==> src/rtl/tdpid_pkg.sv <==
package tdpid_pkg;

  localparam int FRAC_BITS_DEF = 16;
  localparam int INTEGRAL_WEIGHT_DEF = 1;
  localparam int DERIV_WEIGHT_DEF = 1;
  localparam int DERIV_SETPOINT_WEIGHT_DEF = 0;

  localparam int ACC_W = 48;
  localparam int DATA_W = 32;
  localparam int LIM_W = 16;
  localparam int CFG_IDX_W = 3;

  typedef logic signed [ACC_W-1:0] acc_t;
  typedef logic signed [DATA_W-1:0] data_t;
  typedef logic signed [LIM_W-1:0] lim_t;

  typedef struct packed {
    logic busy;
    logic done;
  } mul_stat_t;

  localparam logic [CFG_IDX_W-1:0] CFG_PROP_GAIN = 3'd0;
  localparam logic [CFG_IDX_W-1:0] CFG_AW_RECIP = 3'd1;
  localparam logic [CFG_IDX_W-1:0] CFG_INT_GAIN = 3'd2;
  localparam logic [CFG_IDX_W-1:0] CFG_PD_FB_GAIN = 3'd3;
  localparam logic [CFG_IDX_W-1:0] CFG_DERIV_GAIN = 3'd4;
  localparam logic [CFG_IDX_W-1:0] CFG_SP_WEIGHT = 3'd5;
  localparam logic [CFG_IDX_W-1:0] CFG_UPPER = 3'd6;
  localparam logic [CFG_IDX_W-1:0] CFG_LOWER = 3'd7;

  localparam data_t PROP_GAIN_RST = 32'sd66;
  localparam data_t AW_RECIP_RST = 32'sd65536000;
  localparam data_t INT_GAIN_RST = 32'sd0;
  localparam data_t PD_FB_GAIN_RST = 32'sd0;
  localparam data_t DERIV_GAIN_RST = 32'sd0;
  localparam data_t SP_WEIGHT_RST = 32'sd65536;
  localparam lim_t UPPER_RST = 16'sd32767;
  localparam lim_t LOWER_RST = -16'sd32768;

  // filter constant and the reciprocal of one plus it, Q32
  localparam logic [63:0] KF_Q32 = 64'd26893957306;
  localparam logic [63:0] KF_RECIP_Q32 = 64'd591451743;

  localparam acc_t ACC_MAX = {1'b0, {(ACC_W-1){1'b1}}};
  localparam acc_t ACC_MIN = {1'b1, {(ACC_W-1){1'b0}}};

  function automatic data_t from_q32(input int frac, input logic [63:0] q);
    logic [63:0] t;
    begin
      t = (q + (64'd1 << (31 - frac))) >> (32 - frac);
      return t[DATA_W-1:0];
    end
  endfunction

  function automatic acc_t sat48(input logic signed [ACC_W:0] x);
    begin
      if (x[ACC_W] != x[ACC_W-1]) begin
        return x[ACC_W] ? ACC_MIN : ACC_MAX;
      end
      return x[ACC_W-1:0];
    end
  endfunction

  function automatic acc_t sat_add(input acc_t a, input acc_t b);
    begin
      return sat48({a[ACC_W-1], a} + {b[ACC_W-1], b});
    end
  endfunction

  function automatic acc_t sat_sub(input acc_t a, input acc_t b);
    begin
      return sat48({a[ACC_W-1], a} - {b[ACC_W-1], b});
    end
  endfunction

  function automatic acc_t ext32(input data_t x);
    begin
      return {{(ACC_W-DATA_W){x[DATA_W-1]}}, x};
    end
  endfunction

  function automatic data_t sat32(input acc_t x);
    begin
      if (x[ACC_W-1:DATA_W-1] != {(ACC_W-DATA_W+1){x[ACC_W-1]}}) begin
        return x[ACC_W-1] ? {1'b1, {(DATA_W-1){1'b0}}} : {1'b0, {(DATA_W-1){1'b1}}};
      end
      return x[DATA_W-1:0];
    end
  endfunction

endpackage

==> src/rtl/tdpid_if.sv <==
interface tdpid_in_if;
  logic valid;
  logic ready;
  logic signed [31:0] setpoint;
  logic signed [31:0] measurement;
  logic follow_model;
  logic signed [31:0] model_reference;

  modport source (output valid, setpoint, measurement, follow_model, model_reference,
                  input ready);
  modport sink (input valid, setpoint, measurement, follow_model, model_reference,
                output ready);
endinterface

interface tdpid_out_if;
  logic valid;
  logic ready;
  logic signed [31:0] drive;
  logic signed [31:0] unclamped_drive;
  logic signed [31:0] tracking_error;

  modport source (output valid, drive, unclamped_drive, tracking_error, input ready);
  modport sink (input valid, drive, unclamped_drive, tracking_error, output ready);
endinterface

==> src/rtl/tdpid_mul.sv <==
module tdpid_mul #(
  parameter int FRAC_BITS = tdpid_pkg::FRAC_BITS_DEF
) (
  input  logic clk,
  input  logic rst,
  input  logic start,
  input  tdpid_pkg::acc_t a,
  input  tdpid_pkg::data_t b,
  output tdpid_pkg::acc_t p,
  output tdpid_pkg::mul_stat_t stat
);
  import tdpid_pkg::*;

  localparam int CNT_W = $clog2(DATA_W);
  localparam int PROD_W = ACC_W + DATA_W;

  logic [ACC_W-1:0] ma;
  logic [DATA_W-1:0] mb;
  logic [ACC_W:0] hi;
  logic [DATA_W-1:0] lo;
  logic [CNT_W-1:0] cnt;
  logic neg;
  logic busy;
  logic done;

  logic [ACC_W:0] sum;
  logic [PROD_W-1:0] prod;
  logic [ACC_W-2:0] mag;
  logic ovf;

  // one multiplier bit per cycle, LSB first; partial sum shifts right into lo
  assign sum = hi + {1'b0, (mb[0] ? ma : {ACC_W{1'b0}})};
  assign prod = {hi[ACC_W-1:0], lo};
  assign ovf = |prod[PROD_W-1:FRAC_BITS+ACC_W-1];
  assign mag = ovf ? {(ACC_W-1){1'b1}} : prod[FRAC_BITS+ACC_W-2:FRAC_BITS];
  assign p = neg ? -$signed({1'b0, mag}) : $signed({1'b0, mag});
  assign stat = '{busy: busy, done: done};

  always_ff @(posedge clk) begin
    if (rst) begin
      busy <= 1'b0;
      done <= 1'b0;
    end else begin
      done <= 1'b0;
      if (start) begin
        busy <= 1'b1;
      end else if (busy && (cnt == CNT_W'(DATA_W - 1))) begin
        busy <= 1'b0;
        done <= 1'b1;
      end
    end
  end

  always_ff @(posedge clk) begin
    if (start) begin
      ma <= a[ACC_W-1] ? ACC_W'(-a) : a;
      mb <= b[DATA_W-1] ? DATA_W'(-b) : b;
      neg <= a[ACC_W-1] ^ b[DATA_W-1];
      // rounding offset lands at weight 2^(FRAC_BITS-1) after all shifts
      hi <= (ACC_W+1)'(1) << (FRAC_BITS - 1);
      lo <= '0;
      cnt <= '0;
    end else if (busy) begin
      hi <= {1'b0, sum[ACC_W:1]};
      lo <= {sum[0], lo[DATA_W-1:1]};
      mb <= mb >> 1;
      cnt <= cnt + CNT_W'(1);
    end
  end

endmodule

==> src/rtl/two_dof_pid_antiwindup_top.sv <==
// A sample word is accepted only while idle, so each is finished before the next is taken.
// Each sample runs 11 products through one bit-serial multiplier, each product being
// an operand load, 32 shift-add steps and done; then the result word is registered.
// The finish state waits until the output register is free; a result waits in the
// output register while the next sample is already being computed.
// Reset (rst, synchronous): registers take their defaults, controller state zero.
module two_dof_pid_antiwindup_top #(
  parameter int FRAC_BITS = tdpid_pkg::FRAC_BITS_DEF,
  parameter int INTEGRAL_WEIGHT = tdpid_pkg::INTEGRAL_WEIGHT_DEF,
  parameter int DERIV_WEIGHT = tdpid_pkg::DERIV_WEIGHT_DEF,
  parameter int DERIV_SETPOINT_WEIGHT = tdpid_pkg::DERIV_SETPOINT_WEIGHT_DEF
) (
  input  logic clk,
  input  logic rst,
  input  logic cfg_we,
  input  logic [tdpid_pkg::CFG_IDX_W-1:0] cfg_index,
  input  logic [tdpid_pkg::DATA_W-1:0] cfg_data,
  tdpid_in_if.sink sample,
  tdpid_out_if.source result
);
  import tdpid_pkg::*;

  localparam logic [2:0] ST_IDLE = 3'd0;
  localparam logic [2:0] ST_LOAD = 3'd1;
  localparam logic [2:0] ST_RUN = 3'd2;
  localparam logic [2:0] ST_FINISH = 3'd3;

  localparam logic [3:0] STEP_AW = 4'd0;
  localparam logic [3:0] STEP_DPREV = 4'd1;
  localparam logic [3:0] STEP_DERR = 4'd2;
  localparam logic [3:0] STEP_IPREV = 4'd3;
  localparam logic [3:0] STEP_PDPREV = 4'd4;
  localparam logic [3:0] STEP_SPW = 4'd5;
  localparam logic [3:0] STEP_DNEW = 4'd6;
  localparam logic [3:0] STEP_FILT = 4'd7;
  localparam logic [3:0] STEP_INEW = 4'd8;
  localparam logic [3:0] STEP_PDNEW = 4'd9;
  localparam logic [3:0] STEP_OUT = 4'd10;

  localparam data_t KF_MINUS = from_q32(FRAC_BITS, KF_Q32) - (DATA_W'(1) << FRAC_BITS);
  localparam data_t KF_RECIP = from_q32(FRAC_BITS, KF_RECIP_Q32);

  data_t prop_gain, aw_recip, int_gain, pd_fb_gain, deriv_gain, sp_weight;
  lim_t upper, lower;

  acc_t int_term, deriv_term, last_int_err, last_deriv_err, last_pd_sum, last_raw;
  data_t last_drive;

  data_t r_s, y_s, ym;
  acc_t eu, ua, yf, ud, ui, ep, ei, ed, upd, vv;

  logic [2:0] state;
  logic [3:0] step;
  logic res_valid;

  acc_t mul_a, mul_p, et1, et;
  data_t mul_b;
  logic mul_start;
  mul_stat_t mul_stat;

  acc_t u48, hi48, lo48, clamp_u;
  data_t hi32, lo32;
  logic signed [DATA_W:0] track;
  logic out_free;

  always_ff @(posedge clk) begin
    if (rst) begin
      prop_gain <= PROP_GAIN_RST;
      aw_recip <= AW_RECIP_RST;
      int_gain <= INT_GAIN_RST;
      pd_fb_gain <= PD_FB_GAIN_RST;
      deriv_gain <= DERIV_GAIN_RST;
      sp_weight <= SP_WEIGHT_RST;
      upper <= UPPER_RST;
      lower <= LOWER_RST;
    end else if (cfg_we) begin
      case (cfg_index)
        CFG_PROP_GAIN: prop_gain <= cfg_data;
        CFG_AW_RECIP: aw_recip <= cfg_data;
        CFG_INT_GAIN: int_gain <= cfg_data;
        CFG_PD_FB_GAIN: pd_fb_gain <= cfg_data;
        CFG_DERIV_GAIN: deriv_gain <= cfg_data;
        CFG_SP_WEIGHT: sp_weight <= cfg_data;
        CFG_UPPER: upper <= cfg_data[LIM_W-1:0];
        CFG_LOWER: lower <= cfg_data[LIM_W-1:0];
        default: ;
      endcase
    end
  end

  assign et1 = sat_add(ep, (INTEGRAL_WEIGHT != 0) ? ui : '0);
  assign et = sat_add(et1, (DERIV_WEIGHT != 0) ? ud : '0);

  always_comb begin
    case (step)
      STEP_AW: begin mul_a = eu; mul_b = aw_recip; end
      STEP_DPREV: begin mul_a = deriv_term; mul_b = KF_MINUS; end
      STEP_DERR: begin mul_a = last_deriv_err; mul_b = deriv_gain; end
      STEP_IPREV: begin mul_a = last_int_err; mul_b = int_gain; end
      STEP_PDPREV: begin mul_a = last_pd_sum; mul_b = pd_fb_gain; end
      STEP_SPW: begin mul_a = ext32(ym); mul_b = sp_weight; end
      STEP_DNEW: begin mul_a = ed; mul_b = deriv_gain; end
      STEP_FILT: begin mul_a = ud; mul_b = KF_RECIP; end
      STEP_INEW: begin mul_a = ei; mul_b = int_gain; end
      STEP_PDNEW: begin mul_a = upd; mul_b = pd_fb_gain; end
      STEP_OUT: begin mul_a = et; mul_b = prop_gain; end
      default: begin mul_a = '0; mul_b = '0; end
    endcase
  end

  assign mul_start = (state == ST_LOAD);

  tdpid_mul #(
    .FRAC_BITS(FRAC_BITS)
  ) u_mul (
    .clk(clk),
    .rst(rst),
    .start(mul_start),
    .a(mul_a),
    .b(mul_b),
    .p(mul_p),
    .stat(mul_stat)
  );

  // output clamp; a crossed pair of limits leaves the lower limit
  assign hi48 = ext32(DATA_W'($signed(upper))) <<< FRAC_BITS;
  assign lo48 = ext32(DATA_W'($signed(lower))) <<< FRAC_BITS;
  assign hi32 = sat32(hi48);
  assign lo32 = sat32(lo48);
  assign u48 = sat_sub(vv, ua);
  always_comb begin
    clamp_u = u48;
    if (clamp_u > ext32(hi32)) begin
      clamp_u = ext32(hi32);
    end
    if (clamp_u < ext32(lo32)) begin
      clamp_u = ext32(lo32);
    end
  end
  assign track = {r_s[DATA_W-1], r_s} - {y_s[DATA_W-1], y_s};

  assign out_free = !res_valid || result.ready;
  assign sample.ready = (state == ST_IDLE);
  assign result.valid = res_valid;

  always_ff @(posedge clk) begin
    if (rst) begin
      res_valid <= 1'b0;
    end else if (state == ST_FINISH && out_free) begin
      res_valid <= 1'b1;
    end else if (result.ready) begin
      res_valid <= 1'b0;
    end
  end

  always_ff @(posedge clk) begin
    if (rst) begin
      state <= ST_IDLE;
      step <= STEP_AW;
      int_term <= '0;
      deriv_term <= '0;
      last_int_err <= '0;
      last_deriv_err <= '0;
      last_pd_sum <= '0;
      last_raw <= '0;
      last_drive <= '0;
    end else begin
      case (state)
        ST_IDLE: begin
          if (sample.valid) begin
            step <= STEP_AW;
            state <= ST_LOAD;
          end
        end
        ST_LOAD: begin
          state <= ST_RUN;
        end
        ST_RUN: begin
          if (mul_stat.done) begin
            if (step == STEP_OUT) begin
              state <= ST_FINISH;
            end else begin
              step <= step + 4'd1;
              state <= ST_LOAD;
            end
          end
        end
        ST_FINISH: begin
          if (out_free) begin
            int_term <= ui;
            deriv_term <= ud;
            last_int_err <= ei;
            last_deriv_err <= ed;
            last_pd_sum <= upd;
            last_raw <= vv;
            last_drive <= clamp_u[DATA_W-1:0];
            state <= ST_IDLE;
          end
        end
        default: state <= ST_IDLE;
      endcase
    end
  end

  always_ff @(posedge clk) begin
    if (state == ST_IDLE && sample.valid) begin
      r_s <= sample.setpoint;
      y_s <= sample.measurement;
      ym <= sample.follow_model ? sample.model_reference : sample.setpoint;
      eu <= sat_sub(ext32(last_drive), last_raw);
    end
    if (state == ST_RUN && mul_stat.done) begin
      case (step)
        STEP_AW: begin
          ua <= mul_p;
          yf <= sat_add(ext32(y_s), mul_p);
        end
        STEP_DPREV: begin
          ud <= mul_p;
          ei <= sat_add(sat_sub(ext32(ym), yf), eu);
          ed <= sat_sub((DERIV_SETPOINT_WEIGHT != 0) ? ext32(ym) : '0, yf);
        end
        STEP_DERR: ud <= sat_sub(ud, mul_p);
        STEP_IPREV: ui <= sat_add(int_term, mul_p);
        STEP_PDPREV: ui <= sat_sub(ui, mul_p);
        STEP_SPW: ep <= sat_sub(mul_p, yf);
        STEP_DNEW: ud <= sat_add(ud, mul_p);
        STEP_FILT: begin
          ud <= mul_p;
          upd <= sat_add(ep, mul_p);
        end
        STEP_INEW: ui <= sat_add(ui, mul_p);
        STEP_PDNEW: ui <= sat_add(sat_sub(ui, ua), mul_p);
        STEP_OUT: vv <= mul_p;
        default: ;
      endcase
    end
    if (state == ST_FINISH && out_free) begin
      result.drive <= clamp_u[DATA_W-1:0];
      result.unclamped_drive <= sat32(vv);
      result.tracking_error <= sat32(ACC_W'(track));
    end
  end

`ifndef SYNTHESIS
  a_drive_in_limits: assert property (@(posedge clk) disable iff (rst)
    (result.valid && (lo32 <= hi32)) |-> (result.drive <= hi32 && result.drive >= lo32))
    else $error("drive outside limits");

  a_mul_start_idle: assert property (@(posedge clk) disable iff (rst)
    mul_start |-> !mul_stat.busy)
    else $error("multiplier restarted while busy");

  a_one_sample_at_a_time: assert property (@(posedge clk) disable iff (rst)
    (sample.valid && sample.ready) |=> !sample.ready)
    else $error("second sample taken during computation");

  a_done_in_run: assert property (@(posedge clk) disable iff (rst)
    mul_stat.done |-> (state == ST_RUN))
    else $error("product finished outside run state");
`endif

endmodule

==> src/flat_wrapper.sv <==
// flat-port wrapper written by rule: the top's interface ports become plain ports
module two_dof_pid_antiwindup_top_flat import tdpid_pkg::*;
#(
  parameter int FRAC_BITS = tdpid_pkg::FRAC_BITS_DEF,
  parameter int INTEGRAL_WEIGHT = tdpid_pkg::INTEGRAL_WEIGHT_DEF,
  parameter int DERIV_WEIGHT = tdpid_pkg::DERIV_WEIGHT_DEF,
  parameter int DERIV_SETPOINT_WEIGHT = tdpid_pkg::DERIV_SETPOINT_WEIGHT_DEF
)
  (clk, rst, cfg_we, cfg_index, cfg_data, sample_valid, sample_setpoint, sample_measurement, sample_follow_model, sample_model_reference, sample_ready, result_valid, result_drive, result_unclamped_drive, result_tracking_error, result_ready);
  tdpid_in_if sample_i ();
  tdpid_out_if result_i ();
  input  logic clk;
  input  logic rst;
  input  logic cfg_we;
  input  logic [tdpid_pkg::CFG_IDX_W-1:0] cfg_index;
  input  logic [tdpid_pkg::DATA_W-1:0] cfg_data;
  input wire logic [$bits(sample_i.valid)-1:0] sample_valid;
  input wire logic [$bits(sample_i.setpoint)-1:0] sample_setpoint;
  input wire logic [$bits(sample_i.measurement)-1:0] sample_measurement;
  input wire logic [$bits(sample_i.follow_model)-1:0] sample_follow_model;
  input wire logic [$bits(sample_i.model_reference)-1:0] sample_model_reference;
  output wire logic [$bits(sample_i.ready)-1:0] sample_ready;
  output wire logic [$bits(result_i.valid)-1:0] result_valid;
  output wire logic [$bits(result_i.drive)-1:0] result_drive;
  output wire logic [$bits(result_i.unclamped_drive)-1:0] result_unclamped_drive;
  output wire logic [$bits(result_i.tracking_error)-1:0] result_tracking_error;
  input wire logic [$bits(result_i.ready)-1:0] result_ready;
  assign sample_i.valid = sample_valid;
  assign sample_i.setpoint = sample_setpoint;
  assign sample_i.measurement = sample_measurement;
  assign sample_i.follow_model = sample_follow_model;
  assign sample_i.model_reference = sample_model_reference;
  assign sample_ready = sample_i.ready;
  assign result_valid = result_i.valid;
  assign result_drive = result_i.drive;
  assign result_unclamped_drive = result_i.unclamped_drive;
  assign result_tracking_error = result_i.tracking_error;
  assign result_i.ready = result_ready;
  two_dof_pid_antiwindup_top #(.FRAC_BITS(FRAC_BITS), .INTEGRAL_WEIGHT(INTEGRAL_WEIGHT), .DERIV_WEIGHT(DERIV_WEIGHT), .DERIV_SETPOINT_WEIGHT(DERIV_SETPOINT_WEIGHT)) u_core (.clk(clk), .rst(rst), .cfg_we(cfg_we), .cfg_index(cfg_index), .cfg_data(cfg_data), .sample(sample_i), .result(result_i));
endmodule
==> config.mk <==
export PLATFORM = sky130hd
export DESIGN_NAME = two_dof_pid_antiwindup_top_flat
export DESIGN_NICKNAME = d
export VERILOG_FILES = /design/src/rtl/tdpid_pkg.sv /design/src/rtl/tdpid_if.sv /design/src/rtl/tdpid_mul.sv /design/src/rtl/two_dof_pid_antiwindup_top.sv /design/src/flat_wrapper.sv
export SDC_FILE = /design/constraint.sdc
export NUM_CORES = 2
export LEC_CHECK = 0
export BUFFER_PORTS_ARGS = -buffer_cell sky130_fd_sc_hd__buf_2
export CAP_MARGIN = 10
export CORE_UTILIZATION = 30
export DETAILED_ROUTE_END_ITERATION = 7
export PLACE_DENSITY_LB_ADDON = 0.05
export SLEW_MARGIN = 0
export SYNTH_ARGS = -nofsm -noshare
export SYNTH_HDL_FRONTEND = slang
export SYNTH_HIERARCHICAL = 1
export SYNTH_SLANG_ARGS = --single-unit
export TNS_END_PERCENT = 1
==> constraint.sdc <==
create_clock -name clk -period 8.8 [get_ports clk]
set_input_delay 0.44 -clock clk [delete_from_list [all_inputs] [get_ports clk]]
set_output_delay 0.44 -clock clk [all_outputs]
set_load 0.02 [all_outputs]
==> flow_summary.yaml <==
sta:
  slew_viol_final: 0
  fin_setup_tns_ns: -10.62
  fin_worst_skew_ns: 0.0869
  max_freq_mhz: 104
  min_period_ns: 9.61
  rsz0062_at_grt: "yes"
  fin_ws_ns: -0.810
  final-hold-violation-count: 0
  tightest_slew_ns: 1.39
  timing.final.crit_share_pct: 109
  report.final.setup_viol: 41
  maxSlewHeadroom_pct: 7.06
power_and_ir_drop:
  power.leakage_nw: 53.6
  powerDensity_mw_per_mm2: 266
  peakVddDrop_mv: 0.181
cells_and_area:
  drive_gt1_share_pct: 17.9
  fill_cells: 36000
  fin_area_mm2: 0.133
  nNetsFinal: 15400
  syn2layout_area_growth_pct: 25.6
place:
  detailed_place_hpwl_um: 455000
  dpl_cell_area_mm2: 0.124
  portBuffers: 234
  gp_congestion: 0.957
  place_ws_ns: -1.56
die:
  die-area_mm2: 0.354
  ios: 235
  rows: 217
  chipWidth_um: 595
  die_h_um: 595
  core-area_mm2: 0.350
  start_util_pct: 30.2
worst_setup_path:
  cp-start-kind: "register"
  cp_max_fo: 18
  crit_path_frequent_cell: "buf_4"
  worstSetupPathType: "register to register"
  worst_ep_required_time_ns: 9.43
  cp_slowest_cell: "or4_4"
  path_buf_inv: 10
  critPathCaptureType: "register"
  slowest_delay_ns: 0.57
  crit_arrival_ns: 10.24
  cp_top_family: "compound AO/OA/AOI/OAI gates"
drt:
  antenna_left: 0
  drc: 0
  vias: 107000
  wl_per_cell_um: 29.5
  drt-initial-drc-count: 10300
  viasPerCell: 5.61
  drt_pass1_iterations: 6
  routed_wirelength_um: 563000
logic_synthesis:
  syn_inst: 12700
  avgSynthCellArea_um2: 8.31
  synth_warnings: 6
  syn-num-nets: 13800
  syn_area_mm2: 0.106
grt:
  grt_max_degree: 162
  grt_pass1_vias: 102000
  grt_overflow_total: 0
  grt_pass1_wl_um: 780000
  grt_antenna_before_repair: 58
  track_usage_pct: 30.6
clock_tree:
  insertion_delay_ns: 0.94
  clk_pin_slew_ns: 0.07
  cts_tree: "done"
  cts-root-buf: "clkbuf_16"
  cts_sinks: 1375
  cts.path.max_buffers: 4
  cts-buffers-inserted: 183
  htree_levels: 4
run_status:
  status: "complete, but fails checks"
  violations: "setup timing"
hold_path:
  hp-class: "input port to register"
run:
  drv_cap: 0
[layer usage]
layer,global-route usage [%],vias up,wire length (um)
met5,0,-,106
met2,49.4,3784,255000
met1,41.0,52600,249000
li1,-,49700,-
met3,4.34,747,33400
met4,11.9,14,24800
[layout make-up]
class	instances	area (um^2)	share of cell area (%)
Antenna cell	20	50.0	0.0377
Clock buffer	258	5240	3.95
Clock inverter	80	932	0.703
Inverter	593	2240	1.69
Multi-Input combinational cell	10100	67300	50.7
Sequential cell	1375	35100	26.4
Tap cell	4599	5750	4.34
Timing Repair Buffer	2024	16100	12.1
[final timing paths]
| kind | from | end | slack (ns) | depth (start not counted) |
|---|---|---|---|---|
| max | u_core/ui[7] | u_core/u_mul/ma[45] | -0.81 | 42 |
| min | sample_valid | u_core/step[0] | 0.07 | 5 |
| max reg2reg | u_core/ui[7] | u_core/u_mul/ma[45] | -0.81 | 42 |
| min reg2reg | u_core/int_gain[29] | u_core/int_gain[29] | 0.45 | 2 |
[through the flow]
step / utilization [%] / cells / hold slack, ns / power (mW)
finish: 37.9 / 19100 / 0.0725 / 35.3
CTS: 37.8 / 19000 / 0.00763 / 35.2
floorplan: - / 12700 / 0.424 / 18.1
detailed placement: 35.5 / 18600 / 0.446 / 27.0
global placement: 35.5 / 18600 / 0.441 / 27.1
global route: 37.9 / 19000 / 0.0862 / 36.9
[worst reg2reg max path: cells and delay by family (launching register included)]
| family | cells | cell delay (ns) |
|---|---|---|
| compound gates | 17 | 3.49 |
| xor+xnor | 3 | 0.51 |
| fa+ha+maj | 2 | 0.60 |
| buf+inv | 10 | 1.57 |
| flops | 1 | 0.44 |
| mux | 1 | 0.26 |
| simple gates | 9 | 2.47 |
[placed cells by master (no fill, tap or decap), types with 122 or more instances in the layout]
master / count
nand2_1: 1672
a21oi_1: 1610
buf_4: 1568
ha_1: 919
o21ai_0: 829
edfxtp_1: 753
nor2_1: 685
dfxtp_1: 621
inv_1: 588
xnor2_1: 552
a21o_1: 372
xor2_1: 255
buf_2: 233
nand3_1: 225
a22oi_1: 217
nor3_1: 205
clkbuf_16: 189
nand4_1: 173
o21a_1: 152
o21bai_1: 144
dlygate4sd3_1: 129
nand2b_1: 126
nor2b_1: 122
[where the power goes]
| group | switching, mW | total (mW) | leakage [nW] | internal (mW) |
|---|---|---|---|---|
| Combinational | 11.7 | 19.1 | 38.7 | 7.37 |
| Clock | 3.34 | 7.92 | 2.98 | 4.58 |
| Sequential | 0.600 | 8.26 | 11.9 | 7.66 |
[repair_timing]
item                       CTS  global route
hold buffers               129             0
hold endpoints to repair   323             0
resized for setup           58            97
pin swaps                   11             9
gates cloned                 0             1
setup buffers                2             4
setup endpoints to repair  186           315
Note: power is estimated with default switching activity, not from simulation.
